<file path="src/sv/ctm_pkg.sv">
// ----------------------------------------------------------------------------
// ctm_pkg
// Shared widths, codes and controller/datapath interface types for the
// cosine template matcher.
// ----------------------------------------------------------------------------
package ctm_pkg;

  localparam int VAL_W      = 16;
  localparam int SUM_W      = 48;
  localparam int HALF_W     = 24;
  localparam int PROD_W     = 96;
  localparam int SCORE_W    = 17;
  localparam int IDX_W      = 6;
  localparam int QUOT_W     = 32;
  localparam int ROOT_W     = 16;
  localparam int SQREM_W    = 18;
  localparam int CNT_W      = 5;
  localparam int IN_DATA_W  = 32;
  localparam int OUT_DATA_W = 48;
  localparam int CFG_DATA_W = 32;
  localparam int CFG_ADDR_W = 3;

  localparam logic [CNT_W-1:0] MUL_LAST  = 5'd7;
  localparam logic [CNT_W-1:0] DIV_LAST  = 5'd31;
  localparam logic [CNT_W-1:0] SQRT_LAST = 5'd15;

  localparam logic [SCORE_W-1:0] SCORE_ONE    = 17'h10000;
  localparam logic [SCORE_W-1:0] THRESH_RESET = 17'd32768;

  // register index taken from paddr[2]
  localparam logic REG_MATCH_THRESHOLD = 1'b0;

  // product select code, mul_sel[2]
  localparam logic PROD_NORM  = 1'b0;
  localparam logic PROD_INNER = 1'b1;

  typedef struct packed {
    logic       take;
    logic       prod_clear;
    logic       mul_issue;
    logic [2:0] mul_sel;
    logic       div_init;
    logic       div_step;
    logic       sqrt_step;
    logic       score_zero;
    logic       score_one;
    logic       score_root;
    logic       finish;
  } ctm_cmd_t;

  typedef struct packed {
    logic eov_taken;
    logic zero_norm;
    logic saturate;
    logic out_free;
  } ctm_status_t;

endpackage

</file>
<file path="src/sv/ctm_ctrl.sv">
// ----------------------------------------------------------------------------
// ctm_ctrl
// Sequencer: element streaming, product build, division and root steps,
// result hand-off.
// ----------------------------------------------------------------------------
module ctm_ctrl (
  input  logic                 clk,
  input  logic                 rst_n,
  input  ctm_pkg::ctm_status_t status,
  output ctm_pkg::ctm_cmd_t    cmd
);

  typedef enum logic [3:0] {
    ST_ACCUM,
    ST_SETTLE,
    ST_MUL,
    ST_MUL_TAIL,
    ST_CMP,
    ST_DIV,
    ST_SQRT,
    ST_ROOT,
    ST_FINISH
  } state_t;

  state_t                    state_r, state_nxt;
  logic [ctm_pkg::CNT_W-1:0] cnt_r, cnt_nxt;

  always_comb begin
    state_nxt = state_r;
    cnt_nxt   = cnt_r;
    cmd       = '0;
    unique case (state_r)
      ST_ACCUM: begin
        cmd.take = 1'b1;
        if (status.eov_taken) begin
          state_nxt = ST_SETTLE;
        end
      end
      ST_SETTLE: begin
        cmd.prod_clear = 1'b1;
        cnt_nxt        = '0;
        state_nxt      = ST_MUL;
      end
      ST_MUL: begin
        cmd.mul_issue = 1'b1;
        cmd.mul_sel   = cnt_r[2:0];
        cnt_nxt       = cnt_r + 1'b1;
        if (cnt_r == ctm_pkg::MUL_LAST) begin
          state_nxt = ST_MUL_TAIL;
        end
      end
      ST_MUL_TAIL: begin
        state_nxt = ST_CMP;
      end
      ST_CMP: begin
        cnt_nxt = '0;
        if (status.zero_norm) begin
          cmd.score_zero = 1'b1;
          state_nxt      = ST_FINISH;
        end else if (status.saturate) begin
          cmd.score_one = 1'b1;
          state_nxt     = ST_FINISH;
        end else begin
          cmd.div_init = 1'b1;
          state_nxt    = ST_DIV;
        end
      end
      ST_DIV: begin
        cmd.div_step = 1'b1;
        cnt_nxt      = cnt_r + 1'b1;
        if (cnt_r == ctm_pkg::DIV_LAST) begin
          cnt_nxt   = '0;
          state_nxt = ST_SQRT;
        end
      end
      ST_SQRT: begin
        cmd.sqrt_step = 1'b1;
        cnt_nxt       = cnt_r + 1'b1;
        if (cnt_r == ctm_pkg::SQRT_LAST) begin
          state_nxt = ST_ROOT;
        end
      end
      ST_ROOT: begin
        cmd.score_root = 1'b1;
        state_nxt      = ST_FINISH;
      end
      ST_FINISH: begin
        if (status.out_free) begin
          cmd.finish = 1'b1;
          state_nxt  = ST_ACCUM;
        end
      end
      default: begin
        state_nxt = ST_ACCUM;
      end
    endcase
  end

  always_ff @(posedge clk) begin
    if (!rst_n) begin
      state_r <= ST_ACCUM;
      cnt_r   <= '0;
    end else begin
      state_r <= state_nxt;
      cnt_r   <= cnt_nxt;
    end
  end

  a_eov_stops_input: assert property (@(posedge clk) disable iff (!rst_n)
    (cmd.take && status.eov_taken) |=> (state_r == ST_SETTLE && !cmd.take))
    else $error("input not stopped after closing element");

endmodule

</file>
<file path="config.mk">
export PLATFORM = sky130hd
export DESIGN_NAME = ctm_ctrl
export DESIGN_NICKNAME = d
export VERILOG_FILES = /design/src/sv/ctm_pkg.sv /design/src/sv/ctm_ctrl.sv
export SDC_FILE = /design/constraint.sdc
export NUM_CORES = 1
export LEC_CHECK = 0
export CAP_MARGIN = 20
export CORE_ASPECT_RATIO = 0.9
export CORE_MARGIN = 4
export CORE_UTILIZATION = 45
export DETAILED_ROUTE_END_ITERATION = 16
export DONT_BUFFER_PORTS = 1
export SLEW_MARGIN = 10
export SYNTH_ARGS = -nofsm -noshare
export SYNTH_HDL_FRONTEND = slang
export SYNTH_SLANG_ARGS = --single-unit
export TNS_END_PERCENT = 10
</file>
<file path="constraint.sdc">
create_clock -name clk -period 6.16 [get_ports clk]
set_clock_uncertainty 0.15 [all_clocks]
set_input_delay 0.308 -clock clk [delete_from_list [all_inputs] [get_ports clk]]
set_output_delay 0.308 -clock clk [all_outputs]
set_load 0.05 [all_outputs]
</file>
Word level (Yosys, flattened, before mapping)
Cells that the tools add are included. Widths: inputs -> output; s select.

Flip-flop bits (word level): 9. Latch bits: 0. RAM bits: 0. Bits in read-only memories: 0. Input port bits: 6. Output and inout port bits: 13. Logic and storage cells: 49. Memories kept: 0.

Add/sub/neg operators: 1. Multipliers: 0. Div/mod/pow operators: 0. Order comparisons: 0. Equal/unequal tests: 16. Shift-type cells: 0. Mux-type cells: 25. Bitwise logic cells: 0. Reductions and logical operators: 5.

Operators by type and width (number): $pmux 4 s9 (1); $mux 4 (8); $eq 4x3->1 const B (4); $pmux 5 s3 (1); $mux 1 (13); $ne 2x2->1 const B (5); $eq 4x2->1 const B (2); $add 5x1->5 const B (1); $eq 5x3->1 const B (1); $eq 5x4->1 const B (1); $eq 5x5->1 const B (1); $mux 5 (1); $reduce_and 5->1 (1); $eq 4x1->1 const B (1); $eq 4x4->1 const B (1); $logic_not 4->1 (1); $reduce_or 2->1 (2); $reduce_bool 3->1 (1); $mux 2 (1).

Logic depth before layout (Yosys ltp)
Gate-level depths: netlist of run 1.

Depth after elaboration: 3. Depth in mapped cells: 7.

Worst setup path before layout of run 1
No wires, ideal clock.

Path kind: flip-flop to flip-flop. From: reg state_r[2]. To: reg state_r[1]. Arrival: 2.444 ns. Required time: 5.891 ns. Slack: 3.447 ns. Stages on the path, launching flop included: 6. Cell sequence: dfxtp_1 -> buf_6 -> nor4_1 -> o2bb2ai_2 -> o31ai_1 -> nor3b_1.

Longest elaborated chain between the ends: 3. Elaborated cells between the ends (all ways): 16. Those cells by class: eq/ne: 13; mux: 1; reduce/logical: 2.

Ends and longest elaborated chain: from (decl) (line ctm_ctrl.sv:25) `state_t state_r, state_nxt;`; from (signal assigned) (line ctm_ctrl.sv:104) `state_r <= state_nxt;`; $eq 4x3->1 (tied with other cells) (line ctm_ctrl.sv:32) `unique case (state_r)`; $ne 2x2->1 (no line); $reduce_and 5->1 (no line).

Several ways; a longest one is shown, not always the timed one. A chain may end at the register's enable or synchronous reset.

==> impl_metrics.env, run 1 <==
export IMPL_status="finished, final reports clean"
export IMPL_hp_start="status[0]"
export IMPL_ant_nets=0
export IMPL_r2r_end="state_r[1]"
export IMPL_synth_area_sq_um=659
export IMPL_first_iter_violations=18
export IMPL_min_path_type="in -> reg"
export IMPL_dr_pass1_iters=4
export IMPL_ys_ff_latch=9
export IMPL_cts_root_buffer="clkbuf_4"
export IMPL_yosysUniqueCellTypes=39
export IMPL_htreeDepth=1
export IMPL_fin_crit_ps=2700
export IMPL_ctsResizeCount=0
export IMPL_ys_warn_count=0
export IMPL_critPathCaptureType="output port"
export IMPL_worstReg2RegStart="cnt_r[0]"
export IMPL_overflow=0
export IMPL_layout_cells_non_filler=100
export IMPL_vdd_drop_max_mv=0.150
export IMPL_vias=591
export IMPL_power_total_mw=0.228
export IMPL_async_flop_share=0
export IMPL_postSynthCellCount=84
export IMPL_grt_usage=0.131
export IMPL_viasPerCell=5.91
export IMPL_crit_chain="or4b_4 > inv_1 > and2_1"
export IMPL_antenna_found_initial=0
export IMPL_r2r_setup_slack_ps=4010
export IMPL_synth_edf_count=0
export IMPL_cts_hold_buf=0
export IMPL_maxCapViolCount=0
export IMPL_cts_setup_buffers=0
export IMPL_required_ps=5700
export IMPL_min_period_over_period=0.438
export IMPL_io_pins=19
export IMPL_cellPowerDensity_nw_per_um2=326
export IMPL_p_leak_nw=0.277
export IMPL_holdPathEnd="state_r[3]"
export IMPL_slew_headroom=0.411
export IMPL_rsz0062_at_grt="no"
export IMPL_p_int_mw=0.126
export IMPL_seqPwrFrac=0.349
export IMPL_cp_top_family="simple AND/OR/NAND/NOR gates"
export IMPL_p_sw_mw=0.102
export IMPL_nNetsFinal=96
export IMPL_dp_cells=96
export IMPL_grt_pass1_vias=488
export IMPL_cp_max_fo=12
export IMPL_p_sw_frac=0.449
export IMPL_numCtsBuffers=3
export IMPL_postSynthNetCount=93
export IMPL_grt_pass1_wl_microns=2200
export IMPL_synth_flop_cell="dfxtp_1"
export IMPL_seq_area_frac_synth=0.273
export IMPL_fp_dieArea_sq_um=2140
export IMPL_clockBufferDepth=2
export IMPL_cp_slowest_cell="dfxtp_1"
export IMPL_fillCellCount=122
export IMPL_synth_area_per_cell_sq_um=7.85
export IMPL_numPortBuffers=0
export IMPL_drt_total_wl_microns=1380
export IMPL_clock_fmax_mhz=370
export IMPL_die_x_microns=48.4
export IMPL_clk_pin_slew_worst_paths_ps=70
export IMPL_drive_above_1_share=0.128
export IMPL_r2r_cells=7
export IMPL_critical_path_class="reg -> out"
export IMPL_dpl_hpwl_microns=986
export IMPL_cts_num_sinks=9
export IMPL_cpPeakStageDelay_ps=530
export IMPL_die_h_microns=44.3
export IMPL_gp_congestion=0.717
export IMPL_finalHoldViolations=0
export IMPL_worst_pin_slew_ps=881
export IMPL_setup_violations=0
export IMPL_crit_arrival_ps=2240
export IMPL_syn_to_final_growth_pct=5.88
export IMPL_worst_path_buf_inv=1
export IMPL_hold_path_depth=2
export IMPL_antennaDiodeCount=0
export IMPL_core_sq_um=1310
export IMPL_grt_start_max_net_pins=15
export IMPL_drc=0
export IMPL_cts_tree="done"
export IMPL_start_util=0.505
export IMPL_fin_setup_tns_ps=0
export IMPL_core_rowCount=12
export IMPL_routedWlPerCell_microns=13.8
export IMPL_slew_viol_final=0
export IMPL_clk_latency_ps=260
export IMPL_clkPwrFrac=0.205
export IMPL_critPathLaunchType="flop"
export IMPL_combPwrFrac=0.447
state kept, by name, summed over array words and instances (netlist names):
name / flops
cnt_r: 5
state_r: 4
cells in the mapped netlist (2+ instances only):
cell type / count / share of area
nand3_1: 2 / 0.015
inv_1: 5 / 0.028
ha_1: 3 / 0.057
and2_1: 3 / 0.028
nand3b_1: 2 / 0.023
a31oi_1: 2 / 0.019
dfxtp_1: 9 / 0.27
nand2b_1: 2 / 0.019
nor3b_1: 2 / 0.023
and3_1: 2 / 0.019
buf_4: 2 / 0.023
a21oi_1: 6 / 0.046
nor2_1: 10 / 0.057
nand2_1: 7 / 0.040
nor3_1: 3 / 0.023
cells in the final DEF, fill, tap and decap left out, types with 2 or more instances in the layout:
| master | n |
|---|---|
| ha_1 | 3 |
| nand3b_1 | 2 |
| a31oi_1 | 2 |
| nand2_1 | 7 |
| and3_1 | 2 |
| clkbuf_4 | 3 |
| nand2b_1 | 2 |
| nor2_1 | 10 |
| nor3_1 | 3 |
| buf_4 | 2 |
| inv_1 | 5 |
| and2_1 | 3 |
| dfxtp_1 | 9 |
| nand3_1 | 2 |
| a21oi_1 | 6 |
worst reg2reg max path, delay by kind of cell, from the launching register on:
kind	cells	cell delay, ps
fa+ha+maj	2	420
flops	1	340
simple gates	3	780
compound gates	2	350
layout make-up:
type,instances,area [sq um],area share
repair buffers,2,15.0,0.0215
inverters,6,22.5,0.0323
flip-flops and latches,9,180,0.258
well taps,14,17.5,0.0251
multi-input cells,65,437,0.625
clock buffers,4,26.3,0.0376
worst max-delay path by stage:
stage,start,endpoint,slack (ps),cells after the start
after global routing,state_r[1],cmd[7],3380,3
after global placement,state_r[1],cmd[8],3780,3
after floorplan,state_r[2],state_r[1],3450,5
after detailed placement,state_r[1],cmd[8],3760,3
final,state_r[1],cmd[8],3460,3
after CTS,state_r[1],cmd[8],3460,3
layer usage:
| metal | vias to the layer above | track usage | routed length (microns) |
|---|---|---|---|
| li1 | 300 | - | - |
| met1 | 259 | 0.181 | 663 |
| met2 | 32 | 0.185 | 539 |
| met3 | 0 | 0.0673 | 172 |
| met4 | 0 | 0.0166 | 0 |
| met5 | - | 0 | 0 |
power by group through the flow:
| stage | Sequential (mW) | Combinational (mW) | Clock [mW] |
|---|---|---|---|
| 6_report | 0.0794 | 0.102 | 0.0466 |
| 5_1_grt | 0.0814 | 0.109 | 0.0512 |
| 4_1_cts | 0.0792 | 0.101 | 0.0483 |
| 3_5_place_dp | 0.0806 | 0.101 | 0 |
| 3_3_place_gp | 0.0798 | 0.101 | 0 |
| 2_1_floorplan | 0.0695 | 0.0931 | 0 |
logic make-up (layout without fill, tap and decap cells):
family | Yosys count | after routing | share of synthesized area
and+or+nand+nor | 44 | 44 | 0.398
xor gates and xnor gates | 1 | 1 | 0.0133
DFF | 9 | 9 | 0.273
buffers and inverters | 10 | 12 | 0.0816
AOI/OAI and AO/OA | 16 | 16 | 0.161
adders and majority gates | 3 | 3 | 0.0569
muxes | 1 | 1 | 0.0152
per-stage QoR:
| stage | cell area (sq um) | hold slack, ps | worst slack, ps | utilization |
|---|---|---|---|---|
| after floorplan | 659 | 324 | 3450 | - |
| after global placement | 672 | 352 | 3780 | 0.514 |
| after detailed placement | 672 | 357 | 3760 | 0.514 |
| after CTS | 698 | 78.3 | 3460 | 0.534 |
| after global routing | 698 | 91.0 | 3380 | 0.534 |
| final | 698 | 82.2 | 3460 | 0.534 |
No activity file was read; power rests on OpenSTA's default activity.
==> inputs of run 2 (changes only) <==
- ABC_AREA: default -> 1
- clock period: 6.16 -> 2.2 ns (I/O delays scaled with it)
==> run 2 against run 1 <==
Against the previous run:
- die area increased by 8.6%
- final cell count grew 58%
- count of clock-buffer cells in the layout unchanged
- critical endpoint is now state_r[3]
- largest cell class unchanged
==> impl_metrics.env, run 2 <==
export IMPL_status="finished, final reports clean"
export IMPL_grt_pass1_wl_microns=2790
export IMPL_viasPerCell=4.75
export IMPL_antennaDiodeCount=0
export IMPL_synthXorXnorAreaFrac=0.0241
export IMPL_postSynthNetCount=126
export IMPL_clk_pin_slew_worst_paths_ps=70
export IMPL_p_int_mw=0.438
export IMPL_setup_violations=0
export IMPL_first_iter_violations=10
export IMPL_yosysUniqueCellTypes=22
export IMPL_ys_warn_count=0
export IMPL_cts_num_sinks=9
export IMPL_largest_register="cnt_r"
export IMPL_drive_above_1_share=0.265
export IMPL_numCtsBuffers=3
export IMPL_worst_pin_slew_ps=421
export IMPL_r2r_setup_slack_ps=300
export IMPL_finalHoldViolations=0
export IMPL_vdd_drop_max_mv=0.594
export IMPL_grt_start_max_net_pins=8
export IMPL_maxCapViolCount=0
export IMPL_fin_crit_ps=1900
export IMPL_min_period_over_period=0.863
export IMPL_cts_root_buffer="clkbuf_4"
export IMPL_place_ws_ps=485
export IMPL_yosysTopAreaCell="dfxtp_1"
export IMPL_dr_pass1_iters=4
export IMPL_die_h_microns=46.2
export IMPL_crit_chain="inv_2 > nor2_4 > nand2_4 > inv_1 > o21ai_0 > dlygate4sd3_1 > o21ai_0 > o21ai_0 > inv_1"
export IMPL_ctsResizeCount=0
export IMPL_rsz0062_at_grt="no"
export IMPL_synth_area_sq_um=728
export IMPL_drc=0
export IMPL_top_regs="cnt_r (5), state_r (4)"
export IMPL_slew_viol_final=0
export IMPL_final_cell_mix="25 x nor2_1, 19 x inv_1, 17 x nand2_1"
export IMPL_p_leak_nw=0.466
export IMPL_core_rowCount=13
export IMPL_cp_slowest_cell="dlygate4sd3_1"
export IMPL_grt_usage=0.160
export IMPL_critPathCaptureType="flop"
export IMPL_critical_path_class="reg -> reg"
export IMPL_io_pins=19
export IMPL_fin_setup_tns_ps=0
export IMPL_synthMostInstantiatedCell="nor2_1"
export IMPL_drt_total_wl_microns=1710
export IMPL_start_util=0.492
export IMPL_numPortBuffers=0
export IMPL_layout_cells_non_filler=158
export IMPL_async_flop_share=0
export IMPL_min_path_type="in -> reg"
export IMPL_clkPwrFrac=0.136
export IMPL_routedWlPerCell_microns=10.8
export IMPL_cpPeakStageDelay_ps=550
export IMPL_holdPathEnd="state_r[1]"
export IMPL_hold_path_depth=5
export IMPL_cellPowerDensity_nw_per_um2=1040
export IMPL_htreeDepth=1
export IMPL_grt_pass1_vias=664
export IMPL_synth_edf_count=0
export IMPL_synthSimpleGateAreaFrac=0.469
export IMPL_cts_tree="done"
export IMPL_yosys_top_cells_area="dfxtp_1 25%, nor2_1 13%, inv_1 9.8%"
export IMPL_r2r_cells=9
export IMPL_dpl_hpwl_microns=1410
export IMPL_syn_to_final_growth_pct=25.1
export IMPL_synth_adder_area_share=0.0515
export IMPL_yosys_area_top_type_share=0.247
export IMPL_nNetsFinal=146
export IMPL_synth_top_family_by_area="simple AND/OR/NAND/NOR gates"
export IMPL_cp_max_fo=5
export IMPL_p_sw_mw=0.513
export IMPL_clock_fmax_mhz=527
export IMPL_clk_latency_ps=260
export IMPL_overflow=0
export IMPL_setup_slack_ps=302
export IMPL_hp_start="status[3]"
export IMPL_seqPwrFrac=0.249
export IMPL_largest_register_ffs=5
export IMPL_core_sq_um=1480
export IMPL_combPwrFrac=0.615
export IMPL_gp_congestion=0.849
export IMPL_seq_area_frac_synth=0.247
export IMPL_antenna_found_initial=0
export IMPL_synth_flop_cell="dfxtp_1"
export IMPL_postSynthCellCount=117
export IMPL_crit_arrival_ps=1960
export IMPL_synth_area_mux_share=0
export IMPL_path_common_cell="o21ai_0"
export IMPL_ant_nets=0
export IMPL_slew_headroom=0.719
export IMPL_layout_commonest_cell="nor2_1"
export IMPL_synth_common_cells="25 x nor2_1, 19 x inv_1, 17 x nand2_1"
export IMPL_p_sw_frac=0.540
export IMPL_vias=751
export IMPL_die_x_microns=50.4
export IMPL_critPathLaunchType="flop"
export IMPL_synth_area_per_cell_sq_um=6.22
export IMPL_clockBufferDepth=2
export IMPL_ys_ff_latch=9
export IMPL_fp_dieArea_sq_um=2330
export IMPL_required_ps=2260
export IMPL_dp_cells=150
export IMPL_r2r_end="state_r[3]"
export IMPL_worstReg2RegStart="state_r[2]"
export IMPL_synth_compound_area_share=0.0842
-- run 2: changes by cell type after synthesis, sizes merged, moves of 3 or more --
| cell | change |
|---|---|
| a21oi | -3 |
| inv | +19 |
| and2 | -3 |
| buf | -4 |
| nand2 | +15 |
| o21ai | +5 |
| nand3 | +4 |
| nor2 | +22 |
-- run 2: timing repair --
action	in CTS	in global routing
endpoints found under the hold margin	9	0
setup buffers	0	0
hold buffers	4	0
-- run 2: worst max path at each step --
| stage | from | to | cells past startpoint |
|---|---|---|---|
| 2_1_floorplan | state_r[1] | cmd[7] | 4 |
| 3_3_place_gp | cnt_r[0] | state_r[0] | 11 |
| 3_5_place_dp | cnt_r[1] | state_r[0] | 11 |
| 4_1_cts | state_r[2] | state_r[3] | 9 |
| 5_1_grt | state_r[2] | state_r[3] | 9 |
| 6_report | state_r[2] | state_r[3] | 9 |
-- run 2: per-stage QoR --
stage / hold slack, ps / cell area (sq um) / util / power, mW
3_3_place_gp: 82.5 / 845 / 0.571 / 0.807
2_1_floorplan: 80.5 / 734 / - / 0.698
4_1_cts: 58.1 / 911 / 0.615 / 0.951
6_report: 64.6 / 911 / 0.615 / 0.950
5_1_grt: 115 / 911 / 0.615 / 1.02
3_5_place_dp: 91.3 / 845 / 0.571 / 0.811
-- run 2: cell type report --
| type | count | area, sq um |
|---|---|---|
| Fill cell | 143 | 569 |
| Multi-Input combinational cell | 84 | 464 |
| Sequential cell | 9 | 180 |
| Timing Repair Buffer | 15 | 123 |
| Inverter | 24 | 90.1 |
| Tap cell | 22 | 27.5 |
| Clock buffer | 4 | 26.3 |
-- run 2: layer usage --
| layer | up-vias | track usage | wire, microns |
|---|---|---|---|
| li1 | 399 | - | - |
| met1 | 332 | 0.233 | 900 |
| met2 | 18 | 0.237 | 728 |
| met3 | 2 | 0.0291 | 71 |
| met4 | 0 | 0.0484 | 8 |
| met5 | - | 0 | 0 |
-- run 2: cells by family (layout without fill, tap and decap cells) --
group,after synthesis,count (layout)
buf+inv,24,43
compound gates,11,11
xor+xnor,2,2
simple gates,68,68
flops,9,9
fa+ha+maj,3,3
-- run 2: worst max-delay path, delay by kind of cell, from the launching register on --
family	cells	cell delay, ps
buf+inv	4	810
compound gates	3	240
simple gates	2	250
flops	1	400
-- run 2: power groups by stage --
stage	registers [mW]	clock network [mW]	logic, mW
after floorplan	0.233	0	0.465
after global placement	0.239	0	0.568
after detailed placement	0.240	0	0.570
after CTS	0.237	0.134	0.580
after global routing	0.241	0.141	0.636
final	0.237	0.129	0.584
